## src/sv/cdsb_pkg.sv

```systemverilog
// Package for the character display shadow buffer.
// Holds request/result payload types, opcodes, sequencer states and glyph codes.
// No dependencies.
package cdsb_pkg;

    typedef struct packed {
        logic [2:0]  opcode;
        logic [7:0]  row;
        logic [7:0]  col;
        logic [7:0]  end_pos;
        logic [8:0]  level;
        logic [15:0] progress_step;
        logic [7:0]  glyph;
    } t_req;

    typedef struct packed {
        logic       kind;
        logic       status;
        logic [3:0] out_row;
        logic [5:0] out_col;
        logic [7:0] out_glyph;
        logic       last;
    } t_rsp;

    localparam logic [2:0] OP_WRITE    = 3'd0;
    localparam logic [2:0] OP_HBAR     = 3'd1;
    localparam logic [2:0] OP_VBAR     = 3'd2;
    localparam logic [2:0] OP_PROGRESS = 3'd3;
    localparam logic [2:0] OP_CLEAR    = 3'd4;
    localparam logic [2:0] OP_FLUSH    = 3'd5;

    localparam logic [7:0] GL_SPACE = 8'h20;
    localparam logic [7:0] GL_DOT   = 8'h2E;
    localparam logic [7:0] GL_ARROW = 8'h3E;
    localparam logic [7:0] GL_FULL  = 8'h02;
    localparam logic [7:0] GL_BLANK = 8'hFF;
    localparam logic [7:0] GL_MARK  = 8'hFE;

    typedef enum logic [3:0] {
        ST_IDLE,
        ST_INIT,
        ST_MOD,
        ST_MARK,
        ST_DRAW,
        ST_RDF,
        ST_CMPF,
        ST_HOLDF,
        ST_STATUS,
        ST_WAIT
    } t_state;

    // Glyph for bar cell i given fill v (units of 1/256 cell).
    function automatic logic [7:0] bar_glyph(input logic [14:0] v, input logic [6:0] i,
                                             input logic vert);
        logic [14:0] lo;
        logic [14:0] hi;
        logic [7:0]  f;
        logic [10:0] f5;
        begin
            lo = {i, 8'd0};
            hi = lo + 15'd256;
            f  = v[7:0];
            f5 = {3'd0, f} + {1'b0, f, 2'd0};
            if (v >= hi) begin
                bar_glyph = GL_FULL;
            end else if (v < lo) begin
                bar_glyph = GL_DOT;
            end else if (!vert) begin
                bar_glyph = f[7] ? 8'h01 : 8'h00;
            end else if (f5 < 11'd256) begin
                bar_glyph = 8'h03;
            end else if (!f[7]) begin
                bar_glyph = 8'h04;
            end else if (f5 < 11'd1024) begin
                bar_glyph = 8'h05;
            end else begin
                bar_glyph = 8'h06;
            end
        end
    endfunction

endpackage

```

## src/sv/char_display_shadow_buffer.sv

```systemverilog
// Character display shadow buffer: top level with sequencer and both stores.
// Depends on cdsb_pkg.
//
// Usage: requests arrive on i_req_valid/o_req_ready with an i_req payload;
// results leave on o_rsp_valid/i_rsp_ready with an o_rsp payload. One request
// is handled at a time and o_req_ready is low while it is in work.
// Every request other than flush gives one status result. A flush of a row
// gives one result per changed cell, in column order, the final one flagged
// last, or a single ok status when nothing changed.
// Before the first result: a rejected request goes straight to its status;
// a cell write writes one cell; a bar writes len cells (hbar up to WIDTH,
// vbar up to HEIGHT cells); progress takes the modulo by reciprocal
// multiply (quotient estimate, subtract, correction), then one write per
// column; clear writes every cell of both stores; flush reads, compares
// and holds each cell of the row in turn. Drawing that touches row 0 also
// marks every cell of shown row 0. Each store has one write port and one
// read port. The next request is taken the cycle after the final result
// is accepted. After reset a clearing pass fills both stores before the
// first request is accepted. When the receiver stalls the result holds in
// the output register; a flush holds its scan while a changed cell waits
// behind an unaccepted result.
module char_display_shadow_buffer #(
    parameter int WIDTH  = 20,
    parameter int HEIGHT = 4
) (
    input  logic            i_clk,
    input  logic            i_rst_n,
    input  logic            i_req_valid,
    output logic            o_req_ready,
    input  cdsb_pkg::t_req  i_req,
    output logic            o_rsp_valid,
    input  logic            i_rsp_ready,
    output cdsb_pkg::t_rsp  o_rsp
);
    import cdsb_pkg::*;

    localparam int NCELLS = WIDTH * HEIGHT;
    localparam int AW     = (NCELLS > 1) ? $clog2(NCELLS) : 1;
    // Reciprocal of WIDTH in Q16 for the progress modulo.
    localparam logic [16:0] MOD_RECIP = 17'(65536 / WIDTH);

    t_state r_state, n_state;
    t_req   r_req, n_req;
    logic [AW-1:0]  r_addr, n_addr;
    logic [6:0]     r_i, n_i;
    logic [6:0]     r_len, n_len;
    logic [15:0]    r_s, n_s;
    logic [15:0]    r_q, n_q;
    logic [14:0]    r_v, n_v;
    logic           r_err, n_err;
    logic           r_mark, n_mark;
    logic [1:0]     r_phase, n_phase;
    logic           r_hold_v, n_hold_v;
    logic [5:0]     r_hold_col, n_hold_col;
    logic [7:0]     r_hold_glyph, n_hold_glyph;
    t_rsp   r_rsp, n_rsp;
    logic   r_rsp_valid, n_rsp_valid;

    logic [7:0] r_pend [NCELLS];
    logic [7:0] r_shown [NCELLS];
    logic [7:0] r_pq, r_sq;

    logic          p_we, s_we;
    logic [AW-1:0] p_wa, s_wa, rd_a;
    logic [7:0]    p_wd, s_wd;

    always_ff @(posedge i_clk) begin
        if (p_we) r_pend[p_wa] <= p_wd;
        if (s_we) r_shown[s_wa] <= s_wd;
        r_pq <= r_pend[rd_a];
        r_sq <= r_shown[rd_a];
    end

    // Checks against the store bounds.
    logic [8:0] w9, h9;
    assign w9 = 9'(WIDTH);
    assign h9 = 9'(HEIGHT);

    logic        bad;
    logic [8:0]  hlen, vlen;
    logic [14:0] lvl;
    always_comb begin
        lvl  = (i_req.level > 9'd256) ? 15'd256 : 15'(i_req.level);
        hlen = {1'b0, i_req.end_pos} - {1'b0, i_req.col} + 9'd1;
        vlen = {1'b0, i_req.row} - {1'b0, i_req.end_pos} + 9'd1;
        case (i_req.opcode)
            OP_WRITE:    bad = ({1'b0, i_req.row} >= h9) || ({1'b0, i_req.col} >= w9);
            OP_HBAR:     bad = (i_req.col > i_req.end_pos) || ({1'b0, i_req.row} >= h9)
                               || ({1'b0, i_req.end_pos} >= w9);
            OP_VBAR:     bad = (i_req.row < i_req.end_pos) || ({1'b0, i_req.row} >= h9)
                               || ({1'b0, i_req.col} >= w9);
            OP_PROGRESS: bad = ({1'b0, i_req.row} >= h9);
            OP_CLEAR:    bad = 1'b0;
            OP_FLUSH:    bad = ({1'b0, i_req.row} >= h9);
            default:     bad = 1'b1;
        endcase
    end

    logic [AW-1:0] row_base;
    assign row_base = AW'(32'(r_req.row[3:0]) * WIDTH);

    logic [15:0] s4;
    assign s4 = r_s + 16'd4;

    // Quotient estimate and its product for the progress modulo.
    logic [32:0] mod_prod;
    logic [15:0] mod_qw;
    assign mod_prod = {17'd0, r_s} * {16'd0, MOD_RECIP};
    assign mod_qw   = 16'(32'(r_q) * WIDTH);

    // A changed cell can only be taken once the previous one has gone out.
    logic cell_diff, flush_go;
    assign cell_diff = (r_pq != r_sq);
    assign flush_go  = !(cell_diff && r_hold_v) || !r_rsp_valid || i_rsp_ready;

    // Next state
    always_comb begin
        n_state = r_state;
        case (r_state)
            ST_INIT: begin
                if (32'(r_addr) == NCELLS - 1)
                    n_state = (r_req.opcode == OP_CLEAR) ? ST_STATUS : ST_IDLE;
            end
            ST_IDLE: if (i_req_valid && !r_rsp_valid) begin
                if (bad) n_state = ST_STATUS;
                else if (i_req.opcode == OP_CLEAR) n_state = ST_INIT;
                else if (i_req.opcode == OP_FLUSH) n_state = ST_RDF;
                else if (i_req.opcode == OP_PROGRESS) n_state = ST_MOD;
                else n_state = ST_DRAW;
            end
            ST_MOD:    if (r_phase == 2'd2) n_state = ST_DRAW;
            ST_DRAW:   if (r_i + 7'd1 >= r_len) n_state = r_mark ? ST_MARK : ST_STATUS;
            ST_MARK:   if (32'(r_i) == WIDTH - 1) n_state = ST_STATUS;
            ST_RDF:    n_state = ST_CMPF;
            ST_CMPF:   n_state = ST_HOLDF;
            ST_HOLDF:  if (flush_go) begin
                n_state = (32'(r_i) == WIDTH - 1) ? ST_STATUS : ST_RDF;
            end
            ST_STATUS: if (!r_rsp_valid || i_rsp_ready) n_state = ST_WAIT;
            ST_WAIT:   if (!r_rsp_valid || i_rsp_ready) n_state = ST_IDLE;
            default:   n_state = ST_IDLE;
        endcase
    end

    // Outputs and datapath
    always_comb begin
        n_req = r_req; n_addr = r_addr; n_i = r_i; n_len = r_len; n_s = r_s; n_v = r_v;
        n_q = r_q; n_err = r_err; n_mark = r_mark; n_phase = r_phase;
        n_hold_v = r_hold_v; n_hold_col = r_hold_col; n_hold_glyph = r_hold_glyph;
        n_rsp = r_rsp; n_rsp_valid = r_rsp_valid;
        p_we = 1'b0; s_we = 1'b0; p_wa = r_addr; s_wa = r_addr;
        p_wd = GL_SPACE; s_wd = GL_BLANK; rd_a = row_base + AW'(r_i);
        o_req_ready = 1'b0;
        if (r_rsp_valid && i_rsp_ready) n_rsp_valid = 1'b0;
        case (r_state)
            ST_INIT: begin
                p_we = 1'b1; s_we = 1'b1;
                n_addr = r_addr + AW'(1);
            end
            ST_IDLE: begin
                o_req_ready = !r_rsp_valid;
                n_req = i_req; n_i = '0; n_err = bad; n_addr = '0; n_phase = 2'd0;
                n_hold_v = 1'b0;
                n_s = i_req.progress_step;
                if (i_req.opcode == OP_HBAR) begin
                    n_len = 7'(hlen); n_v = lvl * 15'(hlen);
                end else if (i_req.opcode == OP_VBAR) begin
                    n_len = 7'(vlen); n_v = lvl * 15'(vlen);
                end else if (i_req.opcode == OP_PROGRESS) begin
                    n_len = 7'(WIDTH);
                end else begin
                    n_len = 7'd1;
                end
                n_mark = (i_req.opcode == OP_VBAR) ? (i_req.end_pos == 8'd0)
                                                   : (i_req.row == 8'd0);
            end
            ST_MOD: begin
                n_phase = r_phase + 2'd1;
                case (r_phase)
                    2'd0:    n_q = mod_prod[31:16];
                    2'd1:    n_s = r_s - mod_qw;
                    default: if (r_s >= 16'(WIDTH)) n_s = r_s - 16'(WIDTH);
                endcase
            end
            ST_DRAW: begin
                p_we = 1'b1;
                n_i = r_i + 7'd1;
                case (r_req.opcode)
                    OP_WRITE: begin
                        p_wa = row_base + AW'(r_req.col);
                        p_wd = r_req.glyph;
                    end
                    OP_HBAR: begin
                        p_wa = row_base + AW'(r_req.col) + AW'(r_i);
                        p_wd = bar_glyph(r_v, r_i, 1'b0);
                    end
                    OP_VBAR: begin
                        p_wa = AW'(32'(r_req.row[3:0] - r_i[3:0]) * WIDTH) + AW'(r_req.col);
                        p_wd = bar_glyph(r_v, r_i, 1'b1);
                    end
                    default: begin
                        p_wa = row_base + AW'(r_i);
                        if ({9'd0, r_i} >= r_s && {9'd0, r_i} < s4) p_wd = GL_ARROW;
                        else if (s4 > 16'(WIDTH) && {9'd0, r_i} < s4 - 16'(WIDTH))
                            p_wd = GL_ARROW;
                        else p_wd = GL_SPACE;
                    end
                endcase
                if (r_i + 7'd1 >= r_len) n_i = '0;
            end
            ST_MARK: begin
                s_we = 1'b1; s_wa = AW'(r_i); s_wd = GL_MARK;
                n_i = r_i + 7'd1;
            end
            ST_HOLDF: begin
                // Hold each changed cell until the next one is found, so that
                // last lands on the true final one.
                if (flush_go && cell_diff) begin
                    s_we = 1'b1; s_wa = row_base + AW'(r_i); s_wd = r_pq;
                    n_hold_v = 1'b1; n_hold_col = 6'(r_i); n_hold_glyph = r_pq;
                    if (r_hold_v) begin
                        n_rsp_valid = 1'b1;
                        n_rsp = '{kind: 1'b1, status: 1'b0, out_row: r_req.row[3:0],
                                  out_col: r_hold_col, out_glyph: r_hold_glyph,
                                  last: 1'b0};
                    end
                end
                if (flush_go) n_i = r_i + 7'd1;
            end
            ST_STATUS: begin
                if (!r_rsp_valid || i_rsp_ready) begin
                    n_rsp_valid = 1'b1;
                    if (r_hold_v)
                        n_rsp = '{kind: 1'b1, status: 1'b0, out_row: r_req.row[3:0],
                                  out_col: r_hold_col, out_glyph: r_hold_glyph,
                                  last: 1'b1};
                    else
                        n_rsp = '{kind: 1'b0, status: r_err, out_row: 4'd0, out_col: 6'd0,
                                  out_glyph: 8'd0, last: 1'b1};
                end
            end
            default: ;
        endcase
    end

    always_ff @(posedge i_clk) begin
        if (!i_rst_n) begin
            r_state <= ST_INIT;
            r_addr <= '0;
            r_rsp_valid <= 1'b0;
            r_req <= '0;
            r_hold_v <= 1'b0;
        end else begin
            r_state <= n_state;
            r_addr <= n_addr;
            r_rsp_valid <= n_rsp_valid;
            r_req <= n_req;
            r_hold_v <= n_hold_v;
        end
        r_i <= n_i; r_len <= n_len; r_s <= n_s; r_v <= n_v; r_q <= n_q;
        r_err <= n_err; r_mark <= n_mark; r_phase <= n_phase;
        r_hold_col <= n_hold_col; r_hold_glyph <= n_hold_glyph;
        r_rsp <= n_rsp;
    end

    assign o_rsp_valid = r_rsp_valid;
    assign o_rsp = r_rsp;
endmodule
```

## config.mk

```make
export PLATFORM = sky130hd
export DESIGN_NAME = char_display_shadow_buffer
export DESIGN_NICKNAME = d
export VERILOG_FILES = /design/src/sv/cdsb_pkg.sv /design/src/sv/char_display_shadow_buffer.sv
export SDC_FILE = /design/constraint.sdc
export NUM_CORES = 2
export LEC_CHECK = 0
export ABC_CLOCK_PERIOD_IN_PS = 9600
export BUFFER_PORTS_ARGS = -buffer_cell sky130_fd_sc_hd__clkbuf_2
export CELL_PAD_IN_SITES_DETAIL_PLACEMENT = 1
export CELL_PAD_IN_SITES_GLOBAL_PLACEMENT = 2
export CORE_ASPECT_RATIO = 0.9
export CORE_MARGIN = 2
export CORE_UTILIZATION = 48
export DETAILED_ROUTE_END_ITERATION = 8
export MAX_ROUTING_LAYER = met4
export PLACE_DENSITY_LB_ADDON = 0.05
export SLEW_MARGIN = 20
export SYNTH_ARGS = -nofsm -noshare
export SYNTH_HDL_FRONTEND = slang
export SYNTH_SLANG_ARGS = --single-unit
export TNS_END_PERCENT = 20
```

## constraint.sdc

```tcl
create_clock -name i_clk -period 9.6 [get_ports i_clk]
set_input_delay 0.96 -clock i_clk [delete_from_list [all_inputs] [get_ports i_clk]]
set_output_delay 0.96 -clock i_clk [all_outputs]
set_load 0.1 [all_outputs]
```

# Word-level counts from Yosys, hierarchy flattened
# Memory sizes are Yosys's and may differ from the RTL's. A register that Yosys moved wholly into a read port is not among the register bits.
# Cells that the tools add are included.
dict set report op_classes {
  n_reduce_logical 39
  eq_ne 34
  mul 6
  bitwise_logic 0
  n_lt_le_gt_ge 16
  mux 70
  div_mod_pow 0
  shifts 0
  n_addsub 18
}
# cell n
set ops {}
lappend ops {{$mux W21} 4}
lappend ops {{$pmux W16 S2} 2}
lappend ops {{$mux W4} 12}
lappend ops {{$mux W7} 6}
lappend ops {{$pmux W21 S2} 1}
lappend ops {{$pmux W4 S10} 1}
lappend ops {{$lt A7 B16 Y1} 2}
lappend ops {{$mul A32 B3 Y5 const B} 1}
lappend ops {{$sub A16 B5 Y16 const B} 2}
lappend ops {{$mul A9 B9 Y15} 2}
lappend ops {{$mux W15} 2}
lappend ops {{$add A7 B7 Y7} 4}
lappend ops {{$pmux W7 S2} 2}
lappend ops {{$pmux W7 S4} 1}
lappend ops {{$mul A16 B10 Y26 const B} 1}
lappend ops {{$mux W6} 4}
lappend ops {{$pmux W8 S3} 1}
lappend ops {{$ne A2 B2 Y1 const B} 11}
lappend ops {{$pmux W7 S3} 1}
lappend ops {{$add A9 B1 Y9 const B} 2}
lappend ops {{$sub A8 B8 Y9} 2}
lappend ops {{$add A16 B3 Y16 const B} 1}
lappend ops {{$eq A4 B3 Y1 const B} 4}
lappend ops {{$ge A16 B5 Y1 const B} 1}
lappend ops {{other kinds (57)} 113}
dict set report word_totals {
  wordCells 209
  ramBits 1280
  out_inout_bits 23
  latchBits 0
  regBits 131
  mem_bits_ro 0
  mem_count 2
}
# memory words word_bits rd rd_clocked_by_memory_dff wr line
set memory_table {}
lappend memory_table {r_pend 80 8 1 1 1 char_display_shadow_buffer.sv:59} ;# logic [7:0] r_pend [NCELLS];
lappend memory_table {r_shown 80 8 1 1 1 char_display_shadow_buffer.sv:60} ;# logic [7:0] r_shown [NCELLS];

# Longest topological paths before layout
dict set report logic_depth {
  depth_word 10
  ltp_mapped 27
  mapped_depth_nobuf 27
}

# Least setup slack after synthesis
# OpenSTA, ideal clock, no wires.
dict set report synth_path {
  kind {input -> register}
  from {in i_req[34] in the netlist's numbering}
  to {reg r_v[14], data pin}
  arrival_time_ps 7093
  path_stages 26
  slack_ps 2237
  setup_time_ps 270
  path_cell_list {inv_1 > ha_1 > inv_1 > ha_1 > fa_1 > a221oi_1 > nor2_1 > a221oi_1 > xor2_1 > or2_2 > fa_1 > fa_1 > inv_1 > fa_1 > inv_1 > fa_1 > inv_1 > ha_1 > and2_1 > o21ai_0 > nand3_1 > a41o_1 > or3_1 > a22o_1 > nand2_1 > a21oi_1}
}
dict set report synth_via {
  elab_chain_len 5
  elab_cells_between_ends 8
  classes_between {4 x add/sub; 2 x mul; 2 x mux}
}
# item line
set synth_rtl {}
lappend synth_rtl {{from (decl)} char_display_shadow_buffer.sv:30} ;# input cdsb_pkg::t_req i_req,
lappend synth_rtl {{$sub A8 B8 Y9} char_display_shadow_buffer.sv:85} ;# vlen = {1'b0, i_req.row} - {1'b0, i_req.end_pos} + 9'd1;
lappend synth_rtl {{$add A9 B1 Y9} char_display_shadow_buffer.sv:85}
lappend synth_rtl {{$mul A9 B9 Y15} char_display_shadow_buffer.sv:168} ;# n_len = 7'(vlen); n_v = lvl * 15'(vlen);
lappend synth_rtl {{$mux W15} char_display_shadow_buffer.sv:167} ;# end else if (i_req.opcode == OP_VBAR) begin
lappend synth_rtl {{$mux W15 (*)} char_display_shadow_buffer.sv:165} ;# if (i_req.opcode == OP_HBAR) begin
lappend synth_rtl {{to (signal assigned)} char_display_shadow_buffer.sv:260} ;# r_i <= n_i; r_len <= n_len; r_s <= n_s; r_v <= n_v; r_q <= n_q;
lappend synth_rtl {{to (decl)} char_display_shadow_buffer.sv:49} ;# logic [14:0] r_v, n_v;
# Mark *: on every way between the ends. The rest lies on a longest branch, timed or not. The select of a mux whose other input is x is not followed.
# A chain may end at the register's enable or synchronous reset.

# Worst setup path after layout
# Same ends and word-level chain as after synthesis.

==> flow_metrics.tcl <==
set metrics [dict create \
    io_buffers 86 \
    critPathMaxFanout 9 \
    path_class "in -> reg" \
    cts_hold_buf 0 \
    grt_pass1_vias 38940 \
    fmax_mhz 136 \
    n_fill_cell 13085 \
    end_kind "flip-flop" \
    remaining_drc_errors 0 \
    core_area_um2 141000 \
    setup_viol 0 \
    cts.path.max_buffers 3 \
    cp.arrival_ns 7.84 \
    syn_to_final_growth_pct 10.7 \
    status "finished, final reports clean" \
    die_w_um 402 \
    grt_pass1_wl_um 265000 \
    drt_iter0_drc 2948 \
    gp_congestion 0.803 \
    synthTopCellsByArea "edfxtp_1, mux4_2, ha_1, fa_1, nor2_1" \
    fin_crit_ns 7.34 \
    syn-num-nets 4718 \
    synth_area_per_cell_um2 16.3 \
    worstPathRequired_ns 10.10 \
    postRouteAntennaNets 0 \
    path_clk_slew_ns 0.06 \
    cts.repair.resized 0 \
    ios 87 \
    start_kind "input pin" \
    synth-edff-count 1376 \
    start_util_pct 48.3 \
    drive_gt1_share_pct 18.7 \
    grt.overflow.total 0 \
    ys_ff_latch 1427 \
    synth_cell_types 74 \
    fin_nets 4848 \
    placed_cell_area_um2 71000 \
    antenna_found_initial 1 \
    rows 131 \
    track_usage_pct 25.5 \
    grt_max_degree 145 \
    leakage_nw 25.5 \
    stdcell_area_um2 75600 \
    power_density_nw_per_um2 312 \
    yosysSeqAreaShare_pct 62.0 \
    synth_cells 4199 \
    met1_usage_pct 36.6 \
    skew_ns 0.0314 \
    vias 36676 \
    routed_wl_um 176000 \
    use_met2_pct 39.3 \
    ir_worst_vdd_uv 240 \
    slew_violations 0 \
    root_buffer "clkbuf_16" \
    yosysWarnings 0 \
    routed_via_density 5.82 \
    cts_tree "built" \
    clock_sinks 1427 \
    htree_levels 4 \
    rsz0062_at_grt "no" \
    drv_cap 0 \
    grt_busiest_layer "met2" \
    syn_area_um2 68300 \
    clk_latency_ns 0.78 \
    tns_ns 0 \
    numCtsBuffers 148 \
    use_met3_pct 3.57 \
    hold_class "in -> reg" \
    post_cts_buffers 0 \
    hold_viol 0 \
    drtPass1Iterations 6 \
    die_h_um 362 \
    dieArea_um2 145000 \
    worst_pin_slew_ns 1.16 \
    synth_top_area_share_pct 60.5 \
    wl_per_cell_um 27.9 \
    yosys.area.top_type "edfxtp_1" \
    synth_ff_type "edfxtp_1" \
    fin_crit_sh_pct 76.5 \
    relSlewSlack_pct 22.6 \
    post-dp-hpwl_um 117000 \
    synth_async_sr_flop_share_pct 0 \
]
## power by group
part | internal [mW] | switching, mW
clock network | 3.09 | 2.43
registers | 7.41 | 0.249
logic | 4.36 | 6.09
## synthesized netlist by cell type (7+ instances only)
| cell type | number |
|---|---|
| mux4_2 | 416 |
| nand3_1 | 33 |
| buf_1 | 18 |
| nor2_1 | 327 |
| and2_1 | 18 |
| o22ai_1 | 17 |
| nand2_1 | 279 |
| a21o_1 | 29 |
| nor3_1 | 47 |
| buf_2 | 39 |
| and3_1 | 14 |
| dfxtp_1 | 51 |
| a21oi_1 | 91 |
| o21a_1 | 18 |
| a221oi_1 | 9 |
| a211oi_1 | 15 |
| nor2_2 | 24 |
| o21ai_0 | 82 |
| nor4_1 | 10 |
| or3_1 | 30 |
| o41ai_1 | 7 |
| nor3b_1 | 9 |
| fa_1 | 153 |
| o211ai_1 | 12 |
| xor2_1 | 42 |
| mux2i_1 | 8 |
| a31oi_1 | 15 |
| clkbuf_1 | 102 |
| nor2b_1 | 52 |
| xnor2_1 | 86 |
| nand2b_1 | 24 |
| inv_1 | 310 |
| a21boi_0 | 25 |
| ha_1 | 302 |
| nand4_1 | 18 |
| edfxtp_1 | 1376 |
## worst paths after layout
kind	startpoint	endpoint	slack (ns)	cells after the start
worst min register to register	r_req[46]	r_req[46]	0.52	2
worst min-delay path	i_req[4]	r_req[4]	0.44	3
worst max-delay path	i_req[34]	r_v[14]	2.26	28
worst max register to register	r_s[2]	r_q[10]	3.64	17
## metrics by stage
step	utilization, %	power [mW]	hold WS [ns]	instances	setup WS (ns)
final	53.5	23.6	0.442	6305	2.26
after global routing	53.5	25.0	0.426	6304	1.89
after CTS	53.5	23.9	0.389	6304	2.29
after detailed placement	50.2	18.3	0.513	6041	1.49
after global placement	50.2	18.2	0.505	6041	1.42
after floorplan	-	15.0	0.439	4199	2.24
## metal layers
layer,wire (um),up-vias
met4,3330,0
met3,8450,207
met5,0,-
li1,-,16261
met1,80700,19318
met2,83600,890
## cells by family (layout without fill, tap and decap cells)
family,after synthesis,after routing,share of synthesized area (%)
XOR/XNOR,133,133,1.81
buffers and inverters,477,720,2.75
AND/OR/NAND/NOR,907,907,6.02
AO/OA/AOI/OAI,374,374,3.54
other,0,1,0
adder cells (fa/ha/maj),456,456,10.0
flip-flops,1427,1427,62.0
multiplexers,425,425,13.9
## flip-flops by register name, indices dropped and copies added (netlist names), 2 cells and up
| register | flops |
|---|---|
| o_rsp | 21 |
| r_addr | 7 |
| r_hold_col | 6 |
| r_hold_glyph | 8 |
| r_i | 7 |
| r_len | 7 |
| r_pend | 640 |
| r_phase | 2 |
| r_pq | 8 |
| r_q | 12 |
| r_req | 22 |
| r_s | 16 |
| r_shown | 640 |
| r_sq | 8 |
| r_state | 4 |
| r_v | 15 |
## critical path, stage by stage
cell	delay, ns
clkbuf_2	0.12
inv_1	0.09
ha_1	0.33
inv_1	0.05
ha_1	0.22
fa_1	0.50
a221oi_1	0.42
nor2_1	0.15
a221oi_1	0.31
xor2_1	0.11
buf_4	0.18
or2_2	0.29
fa_1	0.49
fa_1	0.55
inv_1	0.06
fa_1	0.53
inv_1	0.05
fa_1	0.53
inv_1	0.04
ha_1	0.34
and2_1	0.16
o21ai_0	0.21
nand3_1	0.19
a41o_1	0.28
or3_1	0.34
a22o_1	0.20
nand2_1	0.07
a21oi_1	0.04
## cells in the final DEF, fill, tap and decap left out, drive strengths merged, types with 47 or more instances in the layout
| cell type | netlist | final |
|---|---|---|
| inv | 311 | 318 |
| fa | 153 | 153 |
| edfxtp | 1376 | 1376 |
| nand2 | 279 | 279 |
| dfxtp | 51 | 51 |
| clkinv | 2 | 49 |
| o21ai | 83 | 83 |
| xnor2 | 87 | 87 |
| a21oi | 91 | 91 |
| nor3 | 47 | 47 |
| clkbuf | 102 | 289 |
| nor2 | 351 | 351 |
| mux4 | 416 | 416 |
| buf | 62 | 58 |
| ha | 302 | 302 |
| nor2b | 52 | 52 |
## cell type report
class                      count  area (um^2)  share of cell area [%]
sequential                  1427        42300                    56.0
tap                         1862         2330                    3.08
clock inverter                60          536                   0.708
clock buffer                 203         4100                    5.42
inverter                     313         1170                    1.55
multi-input combinational   2295        24200                    32.1
antenna                        1         2.50                 0.00331
timing repair buffer         144          903                    1.19
Power figures use the tool's default switching activity.
